--- src/design/gwc_pkg.sv ---
// ----------------------------------------------------------------------------
// gwc_pkg
// Shared constants and types for the Galois word check unit.
// ----------------------------------------------------------------------------
package gwc_pkg;

   localparam int MAX_LEN_DEFAULT = 64;
   localparam int SYMBOL_W        = 8;

   typedef logic [SYMBOL_W-1:0] symbol_type;

   typedef struct packed {
      logic is_galois;
      logic rejected;
      logic overflow;
      logic word_end;
   } rsp_type;

endpackage

--- src/design/gwc_if.sv ---
// ----------------------------------------------------------------------------
// gwc_if
// Valid/ready channels for the symbol stream and the per-beat verdict.
// ----------------------------------------------------------------------------
interface gwc_req_if;
   logic                valid;
   logic                ready;
   gwc_pkg::symbol_type symbol;
   logic                last;

   modport source (output valid, output symbol, output last, input ready);
   modport sink   (input valid, input symbol, input last, output ready);
endinterface

interface gwc_rsp_if;
   logic valid;
   logic ready;
   logic is_galois;
   logic rejected;
   logic overflow;
   logic word_end;

   modport source (output valid, output is_galois, output rejected, output overflow,
                   output word_end, input ready);
   modport sink   (input valid, input is_galois, input rejected, input overflow,
                   input word_end, output ready);
endinterface

--- src/design/gwc_symbol_store.sv ---
// ----------------------------------------------------------------------------
// gwc_symbol_store
// Symbol buffer: one write port, two registered read ports with write bypass.
// ----------------------------------------------------------------------------
module gwc_symbol_store #(
   parameter int MAX_LEN = gwc_pkg::MAX_LEN_DEFAULT
) (
   input  logic                         clock,
   input  logic                         wr_en,
   input  logic [$clog2(MAX_LEN)-1:0]   wr_addr,
   input  gwc_pkg::symbol_type          wr_data,
   input  logic                         rd_en,
   input  logic [$clog2(MAX_LEN)-1:0]   rd_addr_even,
   input  logic [$clog2(MAX_LEN)-1:0]   rd_addr_odd,
   output gwc_pkg::symbol_type          rd_data_even,
   output gwc_pkg::symbol_type          rd_data_odd
);

   gwc_pkg::symbol_type symbol_mem_ff [MAX_LEN];
   gwc_pkg::symbol_type even_data_ff;
   gwc_pkg::symbol_type odd_data_ff;

   always_ff @(posedge clock) begin
      if (wr_en) begin
         symbol_mem_ff[wr_addr] <= wr_data;
      end
      // the byte being written can be the one needed by the next beat
      if (rd_en) begin
         even_data_ff <= (wr_en && rd_addr_even == wr_addr) ? wr_data
                                                             : symbol_mem_ff[rd_addr_even];
         odd_data_ff  <= (wr_en && rd_addr_odd == wr_addr) ? wr_data
                                                            : symbol_mem_ff[rd_addr_odd];
      end
   end

   assign rd_data_even = even_data_ff;
   assign rd_data_odd  = odd_data_ff;

endmodule

--- src/design/gwc_scan_core.sv ---
// ----------------------------------------------------------------------------
// gwc_scan_core
// Period tracking for one beat: compares, period update, verdict and the
// buffer addresses that the following beat will compare against.
// ----------------------------------------------------------------------------
module gwc_scan_core #(
   parameter int MAX_LEN = gwc_pkg::MAX_LEN_DEFAULT
) (
   input  logic                clock,
   input  logic                reset,
   input  logic                step,
   input  gwc_pkg::symbol_type symbol,
   input  logic                last,
   output gwc_pkg::rsp_type    result
);

   localparam int AW = $clog2(MAX_LEN);
   localparam int PW = $clog2(MAX_LEN + 2);
   localparam logic [PW-1:0] FULL_POS  = PW'(MAX_LEN);
   localparam logic [PW-1:0] ODD_INIT  = PW'(1);
   localparam logic [PW-1:0] EVEN_INIT = PW'(2);

   logic [PW-1:0] position_ff, position_in;
   logic [PW-1:0] odd_period_ff, odd_period_in;
   logic [PW-1:0] even_period_ff, even_period_in;
   logic          failed_ff, failed_in;
   logic          overflow_ff, overflow_in;

   logic                full;
   logic [AW-1:0]       j_addr;
   logic [PW-1:0]       j;
   logic                do_cmp;
   logic                even_hit, odd_hit;
   gwc_pkg::symbol_type b_even, b_odd;
   logic [PW-1:0]       pos_new, odd_new, even_new, pos_next, odd_next, even_next;
   logic                fail_new, ovf_new;
   logic [AW-1:0]       rd_addr_even, rd_addr_odd;

   gwc_symbol_store #(.MAX_LEN(MAX_LEN)) u_store (
      .clock        (clock),
      .wr_en        (step && !full),
      .wr_addr      (j_addr),
      .wr_data      (symbol),
      .rd_en        (step),
      .rd_addr_even (rd_addr_even),
      .rd_addr_odd  (rd_addr_odd),
      .rd_data_even (b_even),
      .rd_data_odd  (b_odd)
   );

   assign full   = (position_ff == FULL_POS);
   assign j_addr = position_ff[AW-1:0];
   assign j      = position_ff;
   assign do_cmp = !full && (position_ff != '0) && !failed_ff;

   assign even_hit = (even_period_ff <= j);
   assign odd_hit  = (odd_period_ff <= j);

   always_comb begin
      odd_new  = odd_period_ff;
      even_new = even_period_ff;
      fail_new = failed_ff;
      ovf_new  = overflow_ff;
      pos_new  = position_ff;
      if (full) begin
         ovf_new = 1'b1;
      end else begin
         pos_new = j + PW'(1);
         if (do_cmp) begin
            if (!j[0]) begin
               // odd 1-based position: ascending
               if (even_hit) begin
                  if (symbol < b_even) begin
                     fail_new = 1'b1;
                  end else if (symbol > b_even) begin
                     even_new = j + PW'(2);
                  end
               end
               if (odd_hit) begin
                  if (symbol < b_odd) begin
                     odd_new = j + PW'(1);
                  end else if (symbol > b_odd) begin
                     fail_new = 1'b1;
                  end
               end
            end else begin
               // even 1-based position: descending
               if (even_hit) begin
                  if (symbol > b_even) begin
                     fail_new = 1'b1;
                  end else if (symbol < b_even) begin
                     even_new = j + PW'(1);
                  end
               end
               if (odd_hit) begin
                  if (symbol > b_odd) begin
                     odd_new = j + PW'(2);
                  end else if (symbol < b_odd) begin
                     fail_new = 1'b1;
                  end
               end
            end
         end
      end
   end

   assign result.is_galois = !fail_new && !ovf_new &&
                             ((odd_new == pos_new) ||
                              ((even_new == pos_new) &&
                               ({1'b0, even_new} != {odd_new, 1'b0})));
   assign result.rejected  = fail_new;
   assign result.overflow  = ovf_new;
   assign result.word_end  = last;

   assign pos_next  = last ? '0 : pos_new;
   assign odd_next  = last ? ODD_INIT : odd_new;
   assign even_next = last ? EVEN_INIT : even_new;

   // addresses for the next beat; out-of-range values are never compared
   assign rd_addr_even = AW'(pos_next - even_next);
   assign rd_addr_odd  = AW'(pos_next - odd_next);

   always_comb begin
      position_in    = position_ff;
      odd_period_in  = odd_period_ff;
      even_period_in = even_period_ff;
      failed_in      = failed_ff;
      overflow_in    = overflow_ff;
      if (step) begin
         position_in    = pos_next;
         odd_period_in  = odd_next;
         even_period_in = even_next;
         failed_in      = fail_new && !last;
         overflow_in    = ovf_new && !last;
      end
   end

   always_ff @(posedge clock) begin
      if (reset) begin
         position_ff    <= '0;
         odd_period_ff  <= ODD_INIT;
         even_period_ff <= EVEN_INIT;
         failed_ff      <= 1'b0;
         overflow_ff    <= 1'b0;
      end else begin
         position_ff    <= position_in;
         odd_period_ff  <= odd_period_in;
         even_period_ff <= even_period_in;
         failed_ff      <= failed_in;
         overflow_ff    <= overflow_in;
      end
   end

endmodule

--- src/design/galois_word_check_unit.sv ---
// Path: an accepted req beat enters the input reg; its verdict then enters the result reg.
// Throughput: one beat per cycle unless the rsp side stalls; the buffer reads for a beat
// are issued while the previous beat is scanned, so back-to-back beats never wait on the period loop.
// Reset: synchronous, active high; clears word state and both valid flags.
// The symbol buffer is not cleared and needs no clearing pass.
// ----------------------------------------------------------------------------
// galois_word_check_unit
// Streaming Galois word recognizer under the alternating order.
// ----------------------------------------------------------------------------
module galois_word_check_unit #(
   parameter int MAX_LEN = gwc_pkg::MAX_LEN_DEFAULT
) (
   input  logic       clock,
   input  logic       reset,
   gwc_req_if.sink    req_chan,
   gwc_rsp_if.source  rsp_chan
);

   logic                in_valid_ff, in_valid_in;
   gwc_pkg::symbol_type in_symbol_ff, in_symbol_in;
   logic                in_last_ff, in_last_in;
   logic                rsp_valid_ff, rsp_valid_in;
   gwc_pkg::rsp_type    rsp_ff, rsp_in;
   gwc_pkg::rsp_type    result;
   logic                advance;
   logic                take;

   assign advance        = in_valid_ff && (!rsp_valid_ff || rsp_chan.ready);
   assign req_chan.ready = !in_valid_ff || advance;
   assign take           = req_chan.valid && req_chan.ready;

   gwc_scan_core #(.MAX_LEN(MAX_LEN)) u_core (
      .clock  (clock),
      .reset  (reset),
      .step   (advance),
      .symbol (in_symbol_ff),
      .last   (in_last_ff),
      .result (result)
   );

   always_comb begin
      in_valid_in  = in_valid_ff;
      in_symbol_in = in_symbol_ff;
      in_last_in   = in_last_ff;
      if (take) begin
         in_valid_in  = 1'b1;
         in_symbol_in = req_chan.symbol;
         in_last_in   = req_chan.last;
      end else if (advance) begin
         in_valid_in = 1'b0;
      end

      rsp_valid_in = rsp_valid_ff;
      rsp_in       = rsp_ff;
      if (advance) begin
         rsp_valid_in = 1'b1;
         rsp_in       = result;
      end else if (rsp_chan.ready) begin
         rsp_valid_in = 1'b0;
      end
   end

   always_ff @(posedge clock) begin
      if (reset) begin
         in_valid_ff  <= 1'b0;
         rsp_valid_ff <= 1'b0;
      end else begin
         in_valid_ff  <= in_valid_in;
         rsp_valid_ff <= rsp_valid_in;
      end
      in_symbol_ff <= in_symbol_in;
      in_last_ff   <= in_last_in;
      rsp_ff       <= rsp_in;
   end

   assign rsp_chan.valid     = rsp_valid_ff;
   assign rsp_chan.is_galois = rsp_ff.is_galois;
   assign rsp_chan.rejected  = rsp_ff.rejected;
   assign rsp_chan.overflow  = rsp_ff.overflow;
   assign rsp_chan.word_end  = rsp_ff.word_end;

endmodule

--- src/flat_wrapper.sv ---
// flat-port wrapper written by rule: the top's interface ports become plain ports
module galois_word_check_unit_flat 
#(
   parameter int MAX_LEN = gwc_pkg::MAX_LEN_DEFAULT
)
  (clock, reset, req_chan_valid, req_chan_symbol, req_chan_last, req_chan_ready, rsp_chan_valid, rsp_chan_is_galois, rsp_chan_rejected, rsp_chan_overflow, rsp_chan_word_end, rsp_chan_ready);
  gwc_req_if req_chan_i ();
  gwc_rsp_if rsp_chan_i ();
  input  logic clock;
  input  logic reset;
  input wire logic [$bits(req_chan_i.valid)-1:0] req_chan_valid;
  input wire logic [$bits(req_chan_i.symbol)-1:0] req_chan_symbol;
  input wire logic [$bits(req_chan_i.last)-1:0] req_chan_last;
  output wire logic [$bits(req_chan_i.ready)-1:0] req_chan_ready;
  output wire logic [$bits(rsp_chan_i.valid)-1:0] rsp_chan_valid;
  output wire logic [$bits(rsp_chan_i.is_galois)-1:0] rsp_chan_is_galois;
  output wire logic [$bits(rsp_chan_i.rejected)-1:0] rsp_chan_rejected;
  output wire logic [$bits(rsp_chan_i.overflow)-1:0] rsp_chan_overflow;
  output wire logic [$bits(rsp_chan_i.word_end)-1:0] rsp_chan_word_end;
  input wire logic [$bits(rsp_chan_i.ready)-1:0] rsp_chan_ready;
  assign req_chan_i.valid = req_chan_valid;
  assign req_chan_i.symbol = req_chan_symbol;
  assign req_chan_i.last = req_chan_last;
  assign req_chan_ready = req_chan_i.ready;
  assign rsp_chan_valid = rsp_chan_i.valid;
  assign rsp_chan_is_galois = rsp_chan_i.is_galois;
  assign rsp_chan_rejected = rsp_chan_i.rejected;
  assign rsp_chan_overflow = rsp_chan_i.overflow;
  assign rsp_chan_word_end = rsp_chan_i.word_end;
  assign rsp_chan_i.ready = rsp_chan_ready;
  galois_word_check_unit #(.MAX_LEN(MAX_LEN)) u_core (.clock(clock), .reset(reset), .req_chan(req_chan_i), .rsp_chan(rsp_chan_i));
endmodule
--- config.mk ---
export PLATFORM = sky130hd
export DESIGN_NAME = galois_word_check_unit_flat
export DESIGN_NICKNAME = d
export VERILOG_FILES = /design/src/design/gwc_pkg.sv /design/src/design/gwc_if.sv /design/src/design/gwc_symbol_store.sv /design/src/design/gwc_scan_core.sv /design/src/design/galois_word_check_unit.sv /design/src/flat_wrapper.sv
export SDC_FILE = /design/constraint.sdc
export NUM_CORES = 1
export LEC_CHECK = 0
export BUFFER_PORTS_ARGS = -buffer_cell sky130_fd_sc_hd__buf_2
export CORE_ASPECT_RATIO = 1.2
export CORE_UTILIZATION = 43
export CTS_BUF_LIST = sky130_fd_sc_hd__clkbuf_16
export DETAILED_ROUTE_END_ITERATION = 8
export GPL_TIMING_DRIVEN = 0
export SLEW_MARGIN = 20
export SYNTH_ARGS = -nofsm -noshare
export SYNTH_HDL_FRONTEND = slang
export SYNTH_HIERARCHICAL = 1
export SYNTH_SLANG_ARGS = --single-unit
--- constraint.sdc ---
create_clock -name clock -period 8.4 [get_ports clock]
set_input_delay 0.42 -clock clock [delete_from_list [all_inputs] [get_ports clock]]
set_output_delay 0.42 -clock clock [all_outputs]
set_load 0.02 [all_outputs]
==> results.py <==
metrics = {
    "die": {
        "die_area_um2": 68500,
        "core_um2": 66200,
        "rows": 103,
        "start_util_pct": 43.8,
        "die_h_um": 286,
        "io_pins": 19,
        "fp.dieW_um": 239,
    },
    "drt": {
        "ant_nets": 0,
        "wl_per_cell_um": 31.2,
        "routed_via_density": 6.41,
        "drc": 0,
        "dr.pass1.iters": 6,
        "finalWirelength_mm": 93.4,
        "drt_iter0_markers": 2375,
        "via_count": 19200,
    },
    "run": {
        "max_cap_violations": 0,
    },
    "worst_setup_path": {
        "reg2reg_slack_ps": 550,
        "worstPathMaxFanout": 11,
        "r2r_cells": 22,
        "crit_type": "register to register",
        "crit_arrival_ps": 8190,
        "start_kind": "register",
        "r2r-start": "u_core/u_core/j[0]$_SDFFE_PP0P_",
        "cp-end-kind": "register",
        "worstPathRequired_ps": 8740,
        "rr_endpoint": "u_core/u_core/u_store/rd_data_odd[2]$_DFFE_PP_",
    },
    "place": {
        "gp_congestion": 0.977,
        "hpwlAfterDp_mm": 67.2,
        "numPortBuffers": 18,
        "placed_cells": 2874,
    },
    "synth": {
        "syn_area_per_cell_um2": 14.9,
        "synth_cell_types": 97,
        "synth-seq-cells": 566,
        "synth_edf_count": 541,
        "yosys-top-cells-area": "edfxtp_1, mux4_2, mux2i_1",
        "synth_flop_cell": "edfxtp_1",
        "syn_area_um2": 29000,
        "syn_nets": 1998,
        "synth_cells": 1940,
        "async_flop_share_pct": 0,
        "seq_area_frac_synth_pct": 57.7,
        "netlist.area_leader.share_pct": 56.0,
        "synth_area_leader_cell": "edfxtp_1",
        "yosysWarningCount": 6,
    },
    "pwr": {
        "power.density_nw_per_um2": 211,
        "power_mw": 6.90,
        "ir_worst_vdd_v": 0.000162,
        "leakage_nw": 11.7,
    },
    "final_layout": {
        "area_delta_synth_final_pct": 12.8,
        "final_common_cell": "edfxtp_1",
        "n_fill_cell": 5685,
        "fin_util_pct": 49.4,
        "seqCellArea_um2": 16700,
        "multi_input_area_um2": 11400,
        "final_cell_mix": "edfxtp_1, mux2i_1, mux4_2",
        "drive_gt1_share_pct": 19.8,
        "instances_no_fill": 2992,
        "nets": 2109,
    },
    "cts": {
        "clk_pin_slew_worst_paths_ps": 60,
        "cts_root_buf": "clkbuf_16",
        "cts_buffer_depth": 3,
        "cts.sinks": 566,
        "clock_latency_ps": 650,
        "post-cts-setup-buffers": 0,
        "cts_tree": "built",
        "htree_num_levels": 2,
        "cts_made_buffers": 57,
        "holdBufCountCts": 10,
        "cts_resized": 0,
    },
    "global_route": {
        "grt_pass1_wl_mm": 133,
        "antenna_found_initial": 0,
        "overflow": 0,
        "grt_max_degree": 32,
        "grt_use_total_pct": 27.3,
        "grt_pass1_vias": 19100,
    },
    "timing": {
        "fin_skew_ps": 14.9,
        "rsz0062_at_grt": "no",
        "max_freq_ghz": 0.127,
        "max-slew-margin-rel_pct": 18.4,
        "finalSetupViolCount": 0,
        "holdWs_ps": 29.4,
        "slew_viol_final": 0,
        "final-hold-violation-count": 0,
        "fin_crit_ps": 7850,
        "finalSetupTns_ps": 0,
        "tightest_slew_ps": 1220,
        "period_share_pct": 93.4,
    },
    "hold_path": {
        "hold_start": "req_chan_valid",
        "worstHoldPathCells": 3,
        "min_to": "u_core/in_valid_ff$_SDFFE_PP0P_",
        "hold_class": "input port to register",
    },
    "outcome": {
        "status": "completed",
    },
}
-- stage by stage --
| step | setup slack (ps) | instance area (um2) |
|---|---|---|
| global placement | -594 | 30200 |
| global route | 560 | 32700 |
| detailed placement | 843 | 30600 |
| floorplan | 2630 | 29000 |
| CTS | 819 | 32700 |
| finish | 553 | 32700 |
-- worst max-delay path, stage by stage (launching register included) --
cell and delay [ps]:
dfxtp_1 690, clkinv_1 550, ha_1 390, and2_4 170
nor2_4 170, and2_1 230, nand3_1 280, o221ai_2 360
nor2_1 160, fa_1 480, inv_1 80, a21o_1 130
a21oi_1 70, xnor2_1 730, buf_2 370, and2b_1 240
clkbuf_1 760, buf_2 460, a22oi_1 170, nand3_1 210
o21ai_0 120, nor2_1 470, a221oi_1 220
-- where the power goes --
part | switching [mW] | leakage (nW) | internal (mW)
Sequential | 0.0183 | 5.08 | 3.11
Clock | 1.15 | 0.975 | 1.56
Combinational | 0.669 | 5.66 | 0.397
Total | 1.83 | 11.7 | 5.07
-- layout make-up --
class / instances / area share, %
sequential: 566 / 51.2
multi-input combinational: 1192 / 34.8
clock inverter: 50 / 1.73
antenna: 1 / 0.00765
inverter: 46 / 0.528
buffer: 136 / 2.18
clock buffer: 57 / 4.36
tap: 892 / 3.41
timing repair buffer: 52 / 1.76
-- how the worst max path moves through the flow --
| stage | from | end | slack [ps] | cells after the start |
|---|---|---|---|---|
| final | u_core/u_core/j[0]$_SDFFE_PP0P_ | u_core/u_core/u_store/rd_data_odd[2]$_DFFE_PP_ | 550 | 22 |
| after global placement | u_core/in_symbol_ff[1]$_DFFE_PP_ | u_core/u_core/u_store/rd_data_odd[2]$_DFFE_PP_ | -590 | 21 |
| after detailed placement | u_core/u_core/j[0]$_SDFFE_PP0P_ | u_core/u_core/u_store/rd_data_odd[2]$_DFFE_PP_ | 840 | 22 |
| after CTS | u_core/u_core/j[0]$_SDFFE_PP0P_ | u_core/u_core/u_store/rd_data_odd[2]$_DFFE_PP_ | 820 | 22 |
| after floorplan | u_core/in_symbol_ff[7]$_DFFE_PP_ | u_core/u_core/u_store/rd_data_even[1]$_DFFE_PP_ | 2630 | 22 |
| after global routing | u_core/u_core/j[0]$_SDFFE_PP0P_ | u_core/u_core/u_store/rd_data_odd[1]$_DFFE_PP_ | 560 | 21 |
-- sequential cells by signal, summed over array words and instances, names as in the netlist --
name	cells
u_core/u_core/u_store/symbol_mem_ff	512
u_core/in_symbol_ff	8
u_core/u_core/u_store/rd_data_even	8
u_core/u_core/u_store/rd_data_odd	8
u_core/u_core/even_period_ff	7
u_core/u_core/j	7
u_core/u_core/odd_period_ff	7
u_core/in_last_ff	1
u_core/in_valid_ff	1
u_core/rsp_chan.is_galois	1
u_core/rsp_chan.overflow	1
u_core/rsp_chan.rejected	1
u_core/rsp_chan.valid	1
u_core/rsp_chan.word_end	1
u_core/u_core/failed_ff	1
u_core/u_core/overflow_ff	1
-- cells by family after synthesis --
logic type,count (synthesis),share of synthesized area (%)
and+or+nand+nor,371,6.57
AOI/OAI and AO/OA,306,7.69
xor gates and xnor gates,43,1.36
adders and majority gates,45,1.99
DFF,566,57.7
buffers and inverters,182,3.06
muxes,427,21.6
-- metal layers --
layer / part of all wire, % / vias to the layer above / global-route usage [%]
met4: 5.3 / 0 / 13.5
met5: 0 / - / 0
met3: 8.0 / 217 / 4.34
met2: 49 / 1060 / 45.7
li1: - / 8010 / -
met1: 38 / 9889 / 34.4
-- cell usage after synthesis (all sizes together), types with 4 or more instances --
cell type and number:
a211oi 19, a21o 4, a21oi 59, a221oi 10, a22oi 107, a31oi 9, and2 16, and4 4
buf 80, clkbuf 56, dfxtp 25, edfxtp 541, ha 43, inv 44, mux2 10, mux2i 263
mux4 154, nand2 58, nand2b 11, nand3 60, nand3b 5, nand4 17, nor2 136, nor2b 15
nor3 13, nor3b 4, o2111ai 4, o211ai 18, o21a 5, o21ai 32, o221ai 5, o22ai 7
or2 12, or3 6, xnor2 25, xor2 18
(Power assumes the default switching activity.)
